`src/sv/lcm_pkg.sv`:
```
`timescale 1ns / 1ps
// ----------------------------------------------------------------------------
// lcm_pkg
// Shared constants and state types for the least common multiple block.
// ----------------------------------------------------------------------------
package lcm_pkg;

    localparam int OPERAND_WIDTH_DEF = 32;  // default operand width
    localparam int FIELD_WIDTH       = 32;  // operand and divisor field width
    localparam int MULT_WIDTH        = 64;  // multiple field width

    typedef enum logic [2:0] {
        ST_IDLE,
        ST_GCD,
        ST_DIV,
        ST_MUL,
        ST_OUT
    } lcm_state_t;

    typedef enum logic [2:0] {
        G_IDLE,
        G_EVEN,
        G_REDUCE,
        G_SCALE,
        G_DONE
    } gcd_state_t;

endpackage

```
`src/sv/least_common_multiple_top.sv`:
```
`timescale 1ns / 1ps
// ----------------------------------------------------------------------------
// least_common_multiple_top
// Least common multiple and greatest common divisor of two unsigned operands.
// Zero operand: accepted in idle, then the zero result goes through the output
//   register to m_axis_tvalid. Otherwise binary GCD (W = OPERAND_WIDTH), then W
//   restoring divide steps and W shift-add multiply steps, then the output register.
// Flow: one item at a time; a new pair is taken only while the sequencer is idle.
// Reset: aresetn synchronous, active low; clears the sequencer and output valid.
// ----------------------------------------------------------------------------
module least_common_multiple_top #(
    parameter int OPERAND_WIDTH = lcm_pkg::OPERAND_WIDTH_DEF
) (
    input  logic         aclk,
    input  logic         aresetn,
    // input items
    input  logic         s_axis_tvalid,
    output logic         s_axis_tready,
    input  logic [63:0]  s_axis_tdata,   // [31:0] operand_a, [63:32] operand_b
    // result items
    output logic         m_axis_tvalid,
    input  logic         m_axis_tready,
    output logic [95:0]  m_axis_tdata,   // [63:0] multiple, [95:64] divisor
    output logic         m_axis_tuser    // [0] zero_operand
);
    import lcm_pkg::*;

    localparam int W  = OPERAND_WIDTH;
    localparam int CW = $clog2(W);

    lcm_state_t state_reg, state_next;

    // operands, masked to W bits
    logic [W-1:0] a_in, b_in;
    logic         in_zero;
    logic         s_accept;

    // datapath registers
    logic [W-1:0]   q_reg, q_next;     // dividend in, quotient out
    logic [W:0]     r_reg, r_next;     // partial remainder
    logic [W-1:0]   b_reg, b_next;     // multiplicand
    logic [W-1:0]   g_reg, g_next;     // divisor from the GCD unit
    logic [2*W-1:0] p_reg, p_next;     // product, multiplier in low half
    logic [CW-1:0]  cnt_reg, cnt_next;
    logic           zero_reg, zero_next;

    // output register
    logic [MULT_WIDTH-1:0]  mult_out_reg, mult_out_next;
    logic [FIELD_WIDTH-1:0] div_out_reg, div_out_next;
    logic                   zflag_out_reg, zflag_out_next;
    logic                   m_valid_reg, m_valid_next;
    logic                   out_load;

    // GCD unit
    logic         gcd_start, gcd_done;
    logic [W-1:0] gcd_val;

    // one divide step and one multiply step
    logic [W:0]   div_shift;
    logic         div_ge;
    logic [W-1:0] q_step;
    logic [W:0]   mul_sum;

    assign a_in     = s_axis_tdata[W-1:0];
    assign b_in     = s_axis_tdata[FIELD_WIDTH +: W];
    assign in_zero  = (a_in == '0) || (b_in == '0);
    assign s_axis_tready = (state_reg == ST_IDLE);
    assign s_accept = s_axis_tvalid && s_axis_tready;
    assign gcd_start = s_accept && !in_zero;

    lcm_gcd #(
        .OPERAND_WIDTH (OPERAND_WIDTH)
    ) u_gcd (
        .aclk    (aclk),
        .aresetn (aresetn),
        .start   (gcd_start),
        .in_a    (a_in),
        .in_b    (b_in),
        .done    (gcd_done),
        .gcd     (gcd_val)
    );

    // restoring division: shift in one dividend bit, subtract if it fits
    assign div_shift = {r_reg[W-1:0], q_reg[W-1]};
    assign div_ge    = (div_shift >= {1'b0, g_reg});
    assign q_step    = {q_reg[W-2:0], div_ge};

    // shift-add multiply: add b to the upper half when the low bit is set
    assign mul_sum = {1'b0, p_reg[2*W-1:W]} + (p_reg[0] ? {1'b0, b_reg} : '0);

    // output register frees up when empty or being taken
    assign out_load = (state_reg == ST_OUT) && (!m_valid_reg || m_axis_tready);

    // next state
    always_comb begin
        state_next = state_reg;
        unique case (state_reg)
            ST_IDLE: begin
                if (s_accept) state_next = in_zero ? ST_OUT : ST_GCD;
            end
            ST_GCD: begin
                if (gcd_done) state_next = ST_DIV;
            end
            ST_DIV: begin
                if (cnt_reg == '0) state_next = ST_MUL;
            end
            ST_MUL: begin
                if (cnt_reg == '0) state_next = ST_OUT;
            end
            ST_OUT: begin
                if (out_load) state_next = ST_IDLE;
            end
            default: state_next = ST_IDLE;
        endcase
    end

    // datapath
    always_comb begin
        q_next    = q_reg;
        r_next    = r_reg;
        b_next    = b_reg;
        g_next    = g_reg;
        p_next    = p_reg;
        cnt_next  = cnt_reg;
        zero_next = zero_reg;
        unique case (state_reg)
            ST_IDLE: begin
                if (s_accept) begin
                    q_next    = a_in;
                    b_next    = b_in;
                    zero_next = in_zero;
                end
            end
            ST_GCD: begin
                if (gcd_done) begin
                    g_next   = gcd_val;
                    r_next   = '0;
                    cnt_next = CW'(W - 1);
                end
            end
            ST_DIV: begin
                q_next   = q_step;
                r_next   = div_ge ? (div_shift - {1'b0, g_reg}) : div_shift;
                cnt_next = cnt_reg - CW'(1);
                if (cnt_reg == '0) begin
                    p_next   = {{W{1'b0}}, q_step};
                    cnt_next = CW'(W - 1);
                end
            end
            ST_MUL: begin
                p_next   = {mul_sum, p_reg[W-1:1]};
                cnt_next = cnt_reg - CW'(1);
            end
            ST_OUT: begin
                q_next = q_reg;
            end
            default: begin
                q_next = q_reg;
            end
        endcase
    end

    // output register
    always_comb begin
        mult_out_next  = mult_out_reg;
        div_out_next   = div_out_reg;
        zflag_out_next = zflag_out_reg;
        m_valid_next   = m_valid_reg;
        if (m_valid_reg && m_axis_tready) m_valid_next = 1'b0;
        if (out_load) begin
            mult_out_next  = zero_reg ? '0 : MULT_WIDTH'(p_reg);
            div_out_next   = zero_reg ? '0 : FIELD_WIDTH'(g_reg);
            zflag_out_next = zero_reg;
            m_valid_next   = 1'b1;
        end
    end

    always_ff @(posedge aclk) begin
        if (!aresetn) begin
            state_reg   <= ST_IDLE;
            m_valid_reg <= 1'b0;
        end else begin
            state_reg   <= state_next;
            m_valid_reg <= m_valid_next;
        end
        q_reg         <= q_next;
        r_reg         <= r_next;
        b_reg         <= b_next;
        g_reg         <= g_next;
        p_reg         <= p_next;
        cnt_reg       <= cnt_next;
        zero_reg      <= zero_next;
        mult_out_reg  <= mult_out_next;
        div_out_reg   <= div_out_next;
        zflag_out_reg <= zflag_out_next;
    end

    assign m_axis_tvalid = m_valid_reg;
    assign m_axis_tdata  = {div_out_reg, mult_out_reg};
    assign m_axis_tuser  = zflag_out_reg;

    // ------------------------------------------------------------------------
    // assertions
    // ------------------------------------------------------------------------

    // zero operand gives zero results
    a_zero_result: assert property (@(posedge aclk) disable iff (!aresetn)
        (m_axis_tvalid && m_axis_tuser) |-> (m_axis_tdata == '0))
        else $error("zero operand item carries nonzero results");

    // normal results are never zero
    a_nonzero_result: assert property (@(posedge aclk) disable iff (!aresetn)
        (m_axis_tvalid && !m_axis_tuser) |->
            (m_axis_tdata[63:0] != '0) && (m_axis_tdata[95:64] != '0))
        else $error("nonzero operands gave a zero result");

    // GCD unit finishes only while the sequencer waits for it
    a_gcd_done_state: assert property (@(posedge aclk) disable iff (!aresetn)
        gcd_done |-> (state_reg == ST_GCD))
        else $error("GCD done outside the GCD phase");

    // the division leaves a remainder below the divisor
    a_div_remainder: assert property (@(posedge aclk) disable iff (!aresetn)
        (state_reg == ST_DIV && cnt_reg == '0) |=> (r_reg < {1'b0, g_reg}))
        else $error("division remainder not below divisor");

endmodule

```
`src/sv/lcm_gcd.sv`:
```
`timescale 1ns / 1ps
// ----------------------------------------------------------------------------
// lcm_gcd
// Binary GCD unit: strip the common power of two, then one shift or subtract
// per cycle, then rescale by that common power of two one bit per cycle.
// ----------------------------------------------------------------------------
module lcm_gcd #(
    parameter int OPERAND_WIDTH = lcm_pkg::OPERAND_WIDTH_DEF
) (
    input  logic                     aclk,
    input  logic                     aresetn,
    input  logic                     start,
    input  logic [OPERAND_WIDTH-1:0] in_a,   // nonzero
    input  logic [OPERAND_WIDTH-1:0] in_b,   // nonzero
    output logic                     done,
    output logic [OPERAND_WIDTH-1:0] gcd
);
    import lcm_pkg::*;

    localparam int CW = $clog2(OPERAND_WIDTH);

    gcd_state_t state_reg, state_next;
    logic [OPERAND_WIDTH-1:0] u_reg, u_next;
    logic [OPERAND_WIDTH-1:0] v_reg, v_next;
    logic [CW-1:0]            k_reg, k_next;

    // next state
    always_comb begin
        state_next = state_reg;
        unique case (state_reg)
            G_IDLE: begin
                if (start) state_next = G_EVEN;
            end
            G_EVEN: begin
                if (u_reg[0] || v_reg[0]) state_next = G_REDUCE;
            end
            G_REDUCE: begin
                if (u_reg == v_reg) state_next = (k_reg == '0) ? G_DONE : G_SCALE;
            end
            G_SCALE: begin
                if (k_reg == CW'(1)) state_next = G_DONE;
            end
            G_DONE: state_next = G_IDLE;
            default: state_next = G_IDLE;
        endcase
    end

    // datapath
    always_comb begin
        u_next = u_reg;
        v_next = v_reg;
        k_next = k_reg;
        unique case (state_reg)
            G_IDLE: begin
                if (start) begin
                    u_next = in_a;
                    v_next = in_b;
                    k_next = '0;
                end
            end
            G_EVEN: begin
                if (!u_reg[0] && !v_reg[0]) begin
                    u_next = u_reg >> 1;
                    v_next = v_reg >> 1;
                    k_next = k_reg + CW'(1);
                end
            end
            G_REDUCE: begin
                priority if (u_reg == v_reg) begin
                    u_next = u_reg;
                end else if (!u_reg[0]) begin
                    u_next = u_reg >> 1;
                end else if (!v_reg[0]) begin
                    v_next = v_reg >> 1;
                end else if (u_reg > v_reg) begin
                    u_next = u_reg - v_reg;
                end else begin
                    v_next = v_reg - u_reg;
                end
            end
            G_SCALE: begin
                u_next = u_reg << 1;
                k_next = k_reg - CW'(1);
            end
            G_DONE: begin
                u_next = u_reg;
            end
            default: begin
                u_next = u_reg;
            end
        endcase
    end

    always_ff @(posedge aclk) begin
        if (!aresetn) begin
            state_reg <= G_IDLE;
        end else begin
            state_reg <= state_next;
        end
        u_reg <= u_next;
        v_reg <= v_next;
        k_reg <= k_next;
    end

    assign done = (state_reg == G_DONE);
    assign gcd  = u_reg;

endmodule

```
`config.mk`:
```
export PLATFORM = sky130hd
export DESIGN_NAME = least_common_multiple_top
export DESIGN_NICKNAME = d
export VERILOG_FILES = /design/src/sv/lcm_pkg.sv /design/src/sv/least_common_multiple_top.sv /design/src/sv/lcm_gcd.sv
export SDC_FILE = /design/constraint.sdc
export NUM_CORES = 1
export LEC_CHECK = 0
export BUFFER_PORTS_ARGS = -buffer_cell sky130_fd_sc_hd__buf_4
export CAP_MARGIN = 20
export CORE_ASPECT_RATIO = 0.6
export CORE_MARGIN = 5
export CORE_UTILIZATION = 40
export CTS_BUF_LIST = sky130_fd_sc_hd__clkbuf_16
export DETAILED_ROUTE_END_ITERATION = 8
export PLACE_DENSITY = 0.54
export SLEW_MARGIN = 30
export SYNTH_ARGS = -nofsm -noshare
export SYNTH_HDL_FRONTEND = slang
export SYNTH_SLANG_ARGS = --single-unit
```
`constraint.sdc`:
```
create_clock -name aclk -period 13 [get_ports aclk]
set_clock_uncertainty 0.15 [all_clocks]
set_input_delay 0.65 -clock aclk [delete_from_list [all_inputs] [get_ports aclk]]
set_output_delay 0.65 -clock aclk [all_outputs]
set_load 0.02 [all_outputs]
```
=== Word level (Yosys, flattened, before mapping) ===
Index checks and enable logic that the tools add are counted.

* Register bits: 371
* Bits of input ports: 68
* Output and inout bits: 99

* Add/subtract/negate cells: 7
* $lt $le $gt $ge: 2
* Muxes and demuxes: 43
* Reduce and logical (&&, ||, !) cells: 39
* Equal/unequal tests: 25

{| class="wikitable"
|+ Operator list
! cell !! number
|-
| 32-bit 2-to-1 mux || 16
|-
| 32-bit case mux with 2 select lines || 2
|-
| 32-bit case mux with 4 select lines || 1
|-
| 64-bit case mux with 2 select lines || 1
|-
| 32-bit case mux with 3 select lines || 1
|-
| 32-bit subtractor || 3
|-
| 32-bit logical NOT || 2
|-
| 64-bit 2-to-1 mux || 1
|-
| 32-bit by 32-bit adder with 33-bit output || 1
|-
| 33-bit by 32-bit >= comparator with 1-bit output || 1
|-
| 3-bit 2-to-1 mux || 11
|-
| 32-bit == test || 1
|-
| 32-bit greater-than comparator || 1
|-
| 5-bit case mux with 3 select lines || 2
|-
| 5-bit 2-to-1 mux || 4
|-
| 3-bit case mux with 5 select lines || 1
|-
| 3-bit by 2-bit == test with 1-bit output, second input constant || 4
|-
| 2-bit by 1-bit inequality test with 1-bit output, second input constant || 6
|-
| 2-bit inequality test, second input constant || 6
|-
| 3-bit case mux with 4 select lines || 1
|-
| 2-bit AND reduction || 6
|-
| 6-bit AND reduction || 2
|-
| 5-bit logical NOT || 2
|-
| 5-bit AND reduction || 2
|-
| 16 further kinds || 38
|}

=== Depth between registers and ports, before layout ===
* Word-level depth: 6
* Mapped depth: 14
* Gate-level depth less buffers: 13

=== By module ===
From an unflattened synthesis, not the netlist that was laid out.

* Cell total of the unflattened synthesis: 2,160
* Area, all modules: 22,330.2 um2

{| class="wikitable"
|+ By module, submodules not included
! module !! times used !! cells an instance !! area each (um2)
|-
| least_common_multiple_top || 1 || 1,247 || 14,881.8
|-
| lcm_gcd || 1 || 913 || 7,448.4
|}

=== Least setup slack after synthesis ===
Ideal clock, no wire load.

* Path kind: reg2reg
* Start: register cnt_reg[0]
* End: register p_reg[0], enable pin
* Stages on the path, launching flop included: 6
* Setup slack: 6.566 ns
* Setup time: 0.584 ns
* Arrival: 5.701 ns
* Data required time: 12.266 ns
* Period minus slack after synthesis: 6.434 ns
* Path buffers: 0
* Cell sequence: edfxtp_1 > inv_1 > ha_1 > nand2b_1 > or3_1 > a21boi_0

* Cells in the longest elaborated chain, start to end: 3

{| class="wikitable"
|+ Ends and longest elaborated chain
! item !! RTL line !! RTL
|-
| start: declaration || least_common_multiple_top.sv:44 || <nowiki>logic [CW-1:0] cnt_reg, cnt_next;</nowiki>
|-
| start signal: assignment || least_common_multiple_top.sv:191 || <nowiki>cnt_reg <= cnt_next;</nowiki>
|-
| 5-bit logical NOT || least_common_multiple_top.sv:145 || <nowiki>if (cnt_reg == '0) begin</nowiki>
|-
| 2-bit inequality test (no line) || -- ||
|-
| 2-bit AND reduction (no line) || -- ||
|-
| end signal: assignment || least_common_multiple_top.sv:190 || <nowiki>p_reg <= p_next;</nowiki>
|-
| end: declaration || least_common_multiple_top.sv:43 || <nowiki>logic [2*W-1:0] p_reg, p_next;</nowiki>
|}

Every way passes these cells.
A chain may end at the register's enable or synchronous reset.

=== Final worst setup path ===
* Start: register u_gcd.u_reg[0], in the netlist u_gcd.gcd[0]
* End: register u_gcd.v_reg[23], enable pin

* Cells in the longest elaborated chain, start to end: 4

{| class="wikitable"
|+ Ends and longest elaborated chain
! item !! RTL line !! RTL
|-
| start: declaration || lcm_gcd.sv:23 || <nowiki>logic [OPERAND_WIDTH-1:0] u_reg, u_next;</nowiki>
|-
| start signal: assignment || lcm_gcd.sv:100 || <nowiki>u_reg <= u_next;</nowiki>
|-
| parallel branches: the longest is 3 deep, another holds 32-bit greater-than comparator || -- ||
|-
| 6-bit AND reduction (no line) * || -- ||
|-
| end signal: assignment || lcm_gcd.sv:101 || <nowiki>v_reg <= v_next;</nowiki>
|-
| end: declaration || lcm_gcd.sv:24 || <nowiki>logic [OPERAND_WIDTH-1:0] v_reg, v_next;</nowiki>
|}

Mark *: on every way between the ends.

==> reports/results.txt <==
Status: finished, final reports clean
Average cell area after synthesis: 9.98 um2
Critical path arrival: 4.60 ns
Met2 wire length: 28.3 mm
CTS root buffer: clkbuf_16
Synth area leader: edfxtp_1
Gr ovfl total: 0
Die footprint: 60400 um2
Relative slew margins: 33.4%
Setup_tns: 0 ns
Synth Flop Type: edfxtp_1
Largest net degree at the start of global routing: 67
Placement Rows: 66
H-tree Lvls: 2
Total GRT Usage: 22.3%
WP data required: 13.05 ns
CTS buffer count: 38
Crit-path max cell delay: 0.57 ns
Crit-path slowest cell: a21boi_2
Nets: 2552
Die width: 314 um
Min Tclk post-route: 4.55 ns
Initial antenna violation count: 0
DRC Markers: 0
# IOs: 167
Synth area leaders: edfxtp_1 49%, ha_1 7.4%, nand2_1 5.5%
Pwr Total: 4.83 mW
Worst-margin pin slew: 0.999 ns
Fmax achieved: 0.220 GHz
Post-CTS setup buffer count: 0
Most frequent cells in the layout: 364 x edfxtp_1, 322 x nand2_1, 187 x buf_4
Mapped cell area: 22200 um2
Top Layer Used: met4
Sequential share of power: 34.5%
Vias in the first global route: 16500
Final hold vios: 0
Leak: 10.1 nW
Initial Util: 40.7%
Drt first pass iters: 6
Max cap viols: 0
Crit Path Class: flip-flop to flip-flop
Startpoint class of the critical path: flip-flop
Most common cell after layout, fill and taps aside: edfxtp_1
Core footprint: 54500 um2
Worst skew pair latency: 0.55 ns
Cell Chain, Critical Path: inv_1, ha_1, inv_1, fa_1, a21oi_1, o21bai_1, a21oi_1, o21bai_1, a22oi_1, and2_1, nor2_1, a21boi_2, buf_4
Worst min-delay path class: primary input to flip-flop
Area Growth Syn to Fin: 14.1%
CP top delay family: compound AO/OA/AOI/OAI gates
Gp weighted congestion: 0.961
Final setup vio count: 0
R2r setup slk: 8.45 ns
Cell Int Power: 2.86 mW
CTS resizes: 0
CTS Hold Bufs: 0
DRT iter0 DRCs: 1915
Routed WL per cell: 22.6 um
Via Count: 17600
Net Sw Frac: 40.9%
First-pass GRT wire length: 104 mm
Post-route ant nets: 0
Crit share post-route: 35.0%
Synth top area share: 49.3%
CP Capture Type: flip-flop
#FFs+latches synth: 371
Routed WL: 69.9 mm
PortBufs: 166
Sequential area share after synthesis: 49.9%
Synth unique cells: 81
Clock sink total: 371
Via density: 5.68
Clock transition at the registers of the reported paths: 0.07 ns
Gate Count Post-Synth: 2223
Deepest clock path buffer count: 3
VDD IR max: 0.0885 mV
CTS tree: yes
Crit Path Max Fanout: 23
Post-synth net total: 2427
Die height: 192 um
NetSw: 1.98 mW
PD cells: 191 nW/um2
CP Buf/Inv Count: 3
Asr flop ratio synth: 0%
Final HPWL DP: 53.1 mm
Post-route setup slack: 8.45 ns
Met3 wire length: 5.77 mm
# diodes: 0
Pre-CTS setup slack: 8.58 ns
Ys Warns: 0
Clock share of power: 22.4%
RSZ-0062 raised after global routing: false
Met1 wire length: 34.4 mm
Share of cells above drive strength 1: 11.6%
Number of flops mapped to enable cells by yosys: 364
Hold Slack: 0.153 ns
Max-slew violation count: 0
Combinational power share: 43.1%
==> worst paths after layout <==
path                                   endpoint  cells past startpoint              from
worst max-delay path            u_gcd.v_reg[23]                     13      u_gcd.gcd[0]
worst min-delay path                  b_reg[18]                      1  s_axis_tdata[50]
worst max register to register  u_gcd.v_reg[23]                     13      u_gcd.gcd[0]
worst min register to register         p_reg[9]                      2         p_reg[10]
==> synth_stat cells, types with 5 or more instances <==
master,count
o21ai_1,8
a211oi_1,16
inv_1,150
ha_1,132
and2_1,46
nor3b_1,6
o31ai_1,11
nor4_1,23
a211o_1,9
o21ai_0,102
nor2b_1,78
edfxtp_1,364
buf_4,5
a221o_1,6
nor3_1,36
and3_1,17
a21oi_1,158
a22oi_1,33
a221oi_1,30
nand2b_1,15
a21boi_0,10
dfxtp_1,7
o211ai_1,9
buf_2,16
xor2_1,29
clkbuf_1,78
nand2_1,324
a31oi_1,15
o21bai_1,24
nand3_1,28
o21a_1,12
xnor2_1,67
nand4_1,18
or2_2,5
nand3b_1,7
or3_1,10
a21o_1,69
nor2_1,167
a311oi_1,5
==> through the flow <==
step	cell area [um2]	cells	util (%)
detailed placement	24100	3021	44.3
global route	25300	3090	46.5
global placement	24100	3021	44.3
finish	25300	3090	46.5
floorplan	22200	2223	-
CTS	25300	3089	46.4
==> power groups by stage <==
stage                     sequential, mW  combinational (mW)  clock (mW)
after floorplan                     1.61                1.50           0
after global placement              1.68                2.04           0
after detailed placement            1.69                2.02           0
after CTS                           1.66                2.03        1.11
after global routing                1.68                2.26        1.16
final                               1.67                2.09        1.08
==> cell type report <==
type                    instances  area, um2
clock buffers                  38        951
clock inverters                30        233
fillers                      5164      29200
inverters                     150        563
multi-input cells            1599      10200
flip-flops and latches        371      11100
well taps                     714        893
repair buffers                188       1420
==> cell families (layout without fill, tap and decap cells) <==
kind of cell             count (synthesis)  in the layout  share of synthesized area [%]
multiplexers                             5              5                          0.231
AO/OA/AOI/OAI                          563            563                           16.8
AND/OR/NAND/NOR                        799            799                           17.0
adder cells (fa/ha/maj)                136            136                           7.80
buffers and inverters                  253            406                           4.45
flip-flops                             371            371                           49.9
XOR/XNOR                                96             96                           3.79
==> routing by layer <==
metal,global-route usage [%],up-vias
li1,-,8299
met1,34.9,8559
met2,31.6,609
met3,4.83,89
met4,4.59,0
met5,0,-
No activity file was read; power rests on OpenSTA's default activity.
